[src/pctd_pkg.sv]
// Shared types and constants for the prefix-code table decoder.
package pctd_pkg;

    localparam int unsigned TABLE_DEPTH  = 256;
    localparam int unsigned MAX_CODE_LEN = 32;

    localparam int unsigned SYM_W        = 8;
    localparam int unsigned BYTE_W       = 8;
    localparam int unsigned ENTRY_LEN_W  = 6;
    localparam int unsigned ENTRY_CODE_W = 32;
    localparam int unsigned ACTION_W     = 2;
    localparam int unsigned STATUS_W     = 2;

    localparam int unsigned ADDR_W     = $clog2(TABLE_DEPTH);
    localparam int unsigned COUNT_W    = $clog2(TABLE_DEPTH + 1);
    localparam int unsigned CUR_LEN_W  = $clog2(MAX_CODE_LEN + 1);
    localparam int unsigned LEN_W      = (ENTRY_LEN_W > CUR_LEN_W) ? ENTRY_LEN_W : CUR_LEN_W;
    localparam int unsigned CODE_W     = (ENTRY_CODE_W > MAX_CODE_LEN) ? ENTRY_CODE_W
                                                                       : MAX_CODE_LEN;
    localparam int unsigned BIT_CNT_W  = $clog2(BYTE_W + 1);

    // request actions
    localparam logic [ACTION_W-1:0] ACT_LOAD  = 2'd0;
    localparam logic [ACTION_W-1:0] ACT_DATA  = 2'd1;
    localparam logic [ACTION_W-1:0] ACT_CLEAR = 2'd2;

    // result status codes
    localparam logic [STATUS_W-1:0] ST_DECODED    = 2'd0;
    localparam logic [STATUS_W-1:0] ST_TOO_LONG   = 2'd1;
    localparam logic [STATUS_W-1:0] ST_TABLE_FULL = 2'd2;

    typedef struct packed {
        logic [SYM_W-1:0]  sym;
        logic [LEN_W-1:0]  len;
        logic [CODE_W-1:0] code;
    } entry_t;

    typedef enum logic [2:0] {
        S_IDLE,
        S_LOAD_SCAN,
        S_BIT_SHIFT,
        S_BIT_SCAN,
        S_FLUSH
    } state_t;

    // controller -> datapath
    typedef struct packed {
        logic capture_load;
        logic capture_data;
        logic clear;
        logic scan_step;
        logic load_commit;
        logic shift_bit;
        logic resolve_bit;
        logic flush;
    } ctrl_cmd_t;

    // datapath -> controller
    typedef struct packed {
        logic scan_done;
        logic bits_left;
    } dp_status_t;

endpackage

[src/pctd_controller.sv]
// Controller: sequences request capture, table scans, bit shifts and result flush.
module pctd_controller
    import pctd_pkg::*;
(
    input  logic                clk,
    input  logic                rst_n,
    input  logic                start,
    input  logic [ACTION_W-1:0] action,
    input  dp_status_t          sts,
    output ctrl_cmd_t           cmd,
    output logic                busy
);

    state_t state_reg, state_next;

    always_comb
    begin
        state_next = state_reg;
        unique case (state_reg)
            S_IDLE:
            begin
                if (start)
                begin
                    if (action == ACT_LOAD)
                    begin
                        state_next = S_LOAD_SCAN;
                    end
                    else if (action == ACT_DATA)
                    begin
                        state_next = S_BIT_SHIFT;
                    end
                end
            end
            S_LOAD_SCAN:
            begin
                if (sts.scan_done)
                begin
                    state_next = S_IDLE;
                end
            end
            S_BIT_SHIFT:
            begin
                state_next = S_BIT_SCAN;
            end
            S_BIT_SCAN:
            begin
                if (sts.scan_done)
                begin
                    state_next = sts.bits_left ? S_BIT_SHIFT : S_FLUSH;
                end
            end
            S_FLUSH:
            begin
                state_next = S_IDLE;
            end
            default:
            begin
                state_next = S_IDLE;
            end
        endcase
    end

    always_comb
    begin
        cmd  = '0;
        busy = (state_reg != S_IDLE);
        unique case (state_reg)
            S_IDLE:
            begin
                if (start)
                begin
                    cmd.capture_load = (action == ACT_LOAD);
                    cmd.capture_data = (action == ACT_DATA);
                    cmd.clear        = (action == ACT_CLEAR);
                end
            end
            S_LOAD_SCAN:
            begin
                cmd.scan_step   = 1'b1;
                cmd.load_commit = sts.scan_done;
            end
            S_BIT_SHIFT:
            begin
                cmd.shift_bit = 1'b1;
            end
            S_BIT_SCAN:
            begin
                cmd.scan_step   = 1'b1;
                cmd.resolve_bit = sts.scan_done;
            end
            S_FLUSH:
            begin
                cmd.flush = 1'b1;
            end
            default:
            begin
                cmd = '0;
            end
        endcase
    end

    always_ff @(posedge clk or negedge rst_n)
    begin
        if (!rst_n)
        begin
            state_reg <= S_IDLE;
        end
        else
        begin
            state_reg <= state_next;
        end
    end

endmodule
[config.mk]
export PLATFORM = sky130hd
export DESIGN_NAME = pctd_controller
export DESIGN_NICKNAME = d
export VERILOG_FILES = /design/src/pctd_pkg.sv /design/src/pctd_controller.sv
export SDC_FILE = /design/constraint.sdc
export NUM_CORES = 1
export LEC_CHECK = 0
export BUFFER_PORTS_ARGS = -buffer_cell sky130_fd_sc_hd__buf_2
export CORE_AREA = 2 2 39 41
export DETAILED_ROUTE_END_ITERATION = 12
export DIE_AREA = 0 0 41 43
export PLACE_DENSITY = 0.42
export SLEW_MARGIN = 10
export SYNTH_ARGS = -nofsm -noshare
export SYNTH_HDL_FRONTEND = slang
export SYNTH_SLANG_ARGS = --single-unit
[constraint.sdc]
create_clock -name clk -period 2.6 [get_ports clk]
set_input_delay 0 -clock clk [delete_from_list [all_inputs] [get_ports clk]]
set_output_delay 0 -clock clk [all_outputs]
set_load 0.1 [all_outputs]
# Word level (Yosys, flattened, before mapping)
# Cells that the tools add are included.
# totals
reg_bits	3
in_bits	7
out_inout_bits	9
elab_cells	30
# op_classes
eq_ne	10
muxes	14
n_reduce_logical	5
# op_table
operator	count
2-to-1 mux 3 bit	8
case mux 3 bit (4 select lines)	1
== test 3 x 2 -> 1 bit (second input constant)	2
inequality test 2 bit (second input constant)	3
2-to-1 mux 1 bit	5
AND reduction 4 bit	1
== test 3 x 1 -> 1 bit (second input constant)	1
== test 3 bit (second input constant)	1
logical NOT 3 bit	1
inequality test 3 bit (second input constant)	1
nonzero test 3 bit	1
== test 2 x 1 -> 1 bit (second input constant)	1
== test 2 bit (second input constant)	1
logical NOT 2 bit	1
OR reduction 2 bit	1

# Depth between registers and ports, before layout
# logic_depth
depth_word	5
ltp_mapped	2
mapped_depth_nobuf	2

# Worst setup path after synthesis
# OpenSTA, ideal clock, no wires.
# synth_timing
path_kind	reg2out
startpoint	register state_reg[2]
endpoint	output cmd[2] (netlist bit)
arrival_time_ns	2.518
path_slack_ns	0.082
path_stages_with_launch	2
path_cell_list	dfrtp_1 > nor3_1
# synth_rtl
item	line_no	rtl
from (decl)	pctd_controller.sv:14	state_t state_reg, state_next;
from (signal assigned)	pctd_controller.sv:110	state_reg <= state_next;
to (decl)	pctd_controller.sv:10	output ctrl_cmd_t cmd,

==> flow_metrics.tcl <==
set metrics [dict create \
    run_status "finished clean" \
    critical_path_cell_count 3 \
    tightestPinTransition_ps 487 \
    crit_family "simple AND/OR/NAND/NOR gates" \
    slew_headroom_pct 67.8 \
    synth.largest_area_cell "sky130_fd_sc_hd__dfrtp_1" \
    track_usage_pct 9.16 \
    timing.critical_path.slowest_stage_cell "sky130_fd_sc_hd__dfrtp_1" \
    synth.distinct_cells 15 \
    final_max_slew_viol_count 0 \
    worstPathArrival_ps 1630 \
    worst_ep_required_time_ps 2600 \
    hold_depth 2 \
    final-setup-viol-count 0 \
    synthesis.instances 22 \
    core_area_sq_um 1380 \
    layout_commonest_cell "sky130_fd_sc_hd__buf_2" \
    ys_warn_count 0 \
    gr-total-overflow 0 \
    synth_top_area_share_pct 34.7 \
    syn-mean-instance-area_sq_um 9.84 \
    share_of_cells_above_drive_strength_1_pct 52.4 \
    die_height_um 43 \
    maxCapViolations 0 \
    clock-sinks 3 \
    number_of_port_buffers 15 \
    max_clock_freq_mhz 614 \
    worstSkewPairLatency_ps 230 \
    detail_route.wl_per_cell_um 10.2 \
    layout_common_cells "sky130_fd_sc_hd__buf_2 (15), sky130_fd_sc_hd__nor2_1 (4), sky130_fd_sc_hd__clkbuf_4 (3), sky130_fd_sc_hd__dfrtp_1 (3)" \
    post-route-drc-count 0 \
    drtPass1Iterations 2 \
    finalHoldViolCount 0 \
    clock_path_buffers 2 \
    number_of_flip_flops_under_the_largest_register_name 3 \
    critical-path-max-stage-delay_ps 440 \
    final_period_minus_worst_setup_slack_ps 1630 \
    worstPathBufferInverterCount 1 \
    flow.area_growth_from_synthesis_pct 60.7 \
    number_of_diodes 0 \
    cts.root.buffer_cell "sky130_fd_sc_hd__clkbuf_4" \
    via_count 240 \
    postSynthRegisterBits 3 \
    initial_utilization_pct 15.6 \
    post_synth_main_area_contributors "sky130_fd_sc_hd__dfrtp_1 (35%), sky130_fd_sc_hd__a2111oi_2 (6.9%), sky130_fd_sc_hd__a221oi_2 (6.9%)" \
    detail_route.wirelength_um 590 \
    ant_nets 0 \
    vias_per_cell 4.14 \
    cts_setup_buffers 0 \
    num_cts_buffers 3 \
    cts_tree "yes" \
    mappedNetlistNets 29 \
    unrepaired_setup_endpoints_after_global_routing "false" \
    grt_max_degree 8 \
    place_hpwl_um 477 \
    floorplan.die.width_um 41 \
    cts_repair_resize_count 0 \
    path_clk_slew_ps 40 \
    grt_antenna_before_repair 0 \
    crit_type "flip-flop to output port" \
    drt_iter0_markers 4 \
    holdBufCountCts 1 \
    path_cells "or3_4, nor2_1, buf_2" \
    netlist_area_sq_um 216 \
    worst_clock_skew_ps 4.67 \
    critPathMaxFanout 6 \
    final.period_utilization_pct 62.7 \
    timing.critical_path.to_type "output port" \
    pin_count 16 \
    die_area_sq_um 1760 \
    worst_r2r_path_depth 2 \
    vias_in_the_first_global_route 217 \
    grt_pass1_wl_um 959 \
    cts_htree_levels 1 \
    floorplan.rows 14 \
    routabilityCongestion 0.659 \
    totalNegativeSetupSlack_ps 0 \
    nNetsFinal 50 \
    seq_area_frac_synth_pct 34.7 \
    worst_hold_path_type "input port to flip-flop" \
    timing.critical_path.from_type "flip-flop" \
]
[layer usage]
metal	GRT usage (%)	wire length, um	vias to the layer above
met4	10.0	0	0
met3	4.71	42	0
li1	-	-	124
met5	0	0	-
met2	12.2	313	8
met1	9.09	233	108
[path summary, 6_finish.rpt]
kind | start | to | slack (ps)
max in group asynchronous | rst_n | state_reg[2] | 2400
setup reg to reg | state_reg[0] | state_reg[1] | 1490
hold reg to reg | state_reg[2] | state_reg[0] | 550
setup / recovery | state_reg[2] | cmd[6] | 970
min in group asynchronous | rst_n | state_reg[1] | 90
hold / removal | sts[1] | state_reg[0] | 7
[Yosys cell counts]
cell and count:
sky130_fd_sc_hd__a2111oi_2 1, sky130_fd_sc_hd__and2_1 1, sky130_fd_sc_hd__or3_4 1, sky130_fd_sc_hd__or3b_1 1, sky130_fd_sc_hd__nor3_1 1, sky130_fd_sc_hd__inv_1 1
sky130_fd_sc_hd__and3b_1 1, sky130_fd_sc_hd__and3_1 2, sky130_fd_sc_hd__and4b_1 1, sky130_fd_sc_hd__nor2b_2 1, sky130_fd_sc_hd__nor2_1 4, sky130_fd_sc_hd__nand3b_1 2
sky130_fd_sc_hd__dfrtp_1 3, sky130_fd_sc_hd__nor2b_1 1, sky130_fd_sc_hd__a221oi_2 1
[area by class of cell]
cell class / instances / area (sq um)
Timing Repair Buffer: 16 / 85.1
Multi-Input combinational cell: 18 / 138
Tap cell: 16 / 20.0
Sequential cell: 3 / 75.1
Clock buffer: 4 / 26.3
Fill cell: 160 / 1040
Inverter: 1 / 3.75
[per-stage QoR]
stage	hold slack [ps]	instances	setup WS (ps)	util [%]	instance area, sq um
floorplan	-296	22	81.7	-	216
global placement	-201	53	1220	22.5	312
detailed placement	-199	53	1210	22.5	312
CTS	2.37	58	953	25.1	348
global route	22.9	58	880	25.1	348
finish	7.24	58	970	25.1	348
[kinds of logic after synthesis]
kind of cell | synth area share, %
buffers and inverters | 1.73
AOI/OAI and AO/OA | 13.9
and+or+nand+nor | 49.7
DFF | 34.7
Power is left out: the tool's default activity adds up to more than one toggle a clock period on the data nets, which glitch-free logic cannot reach.
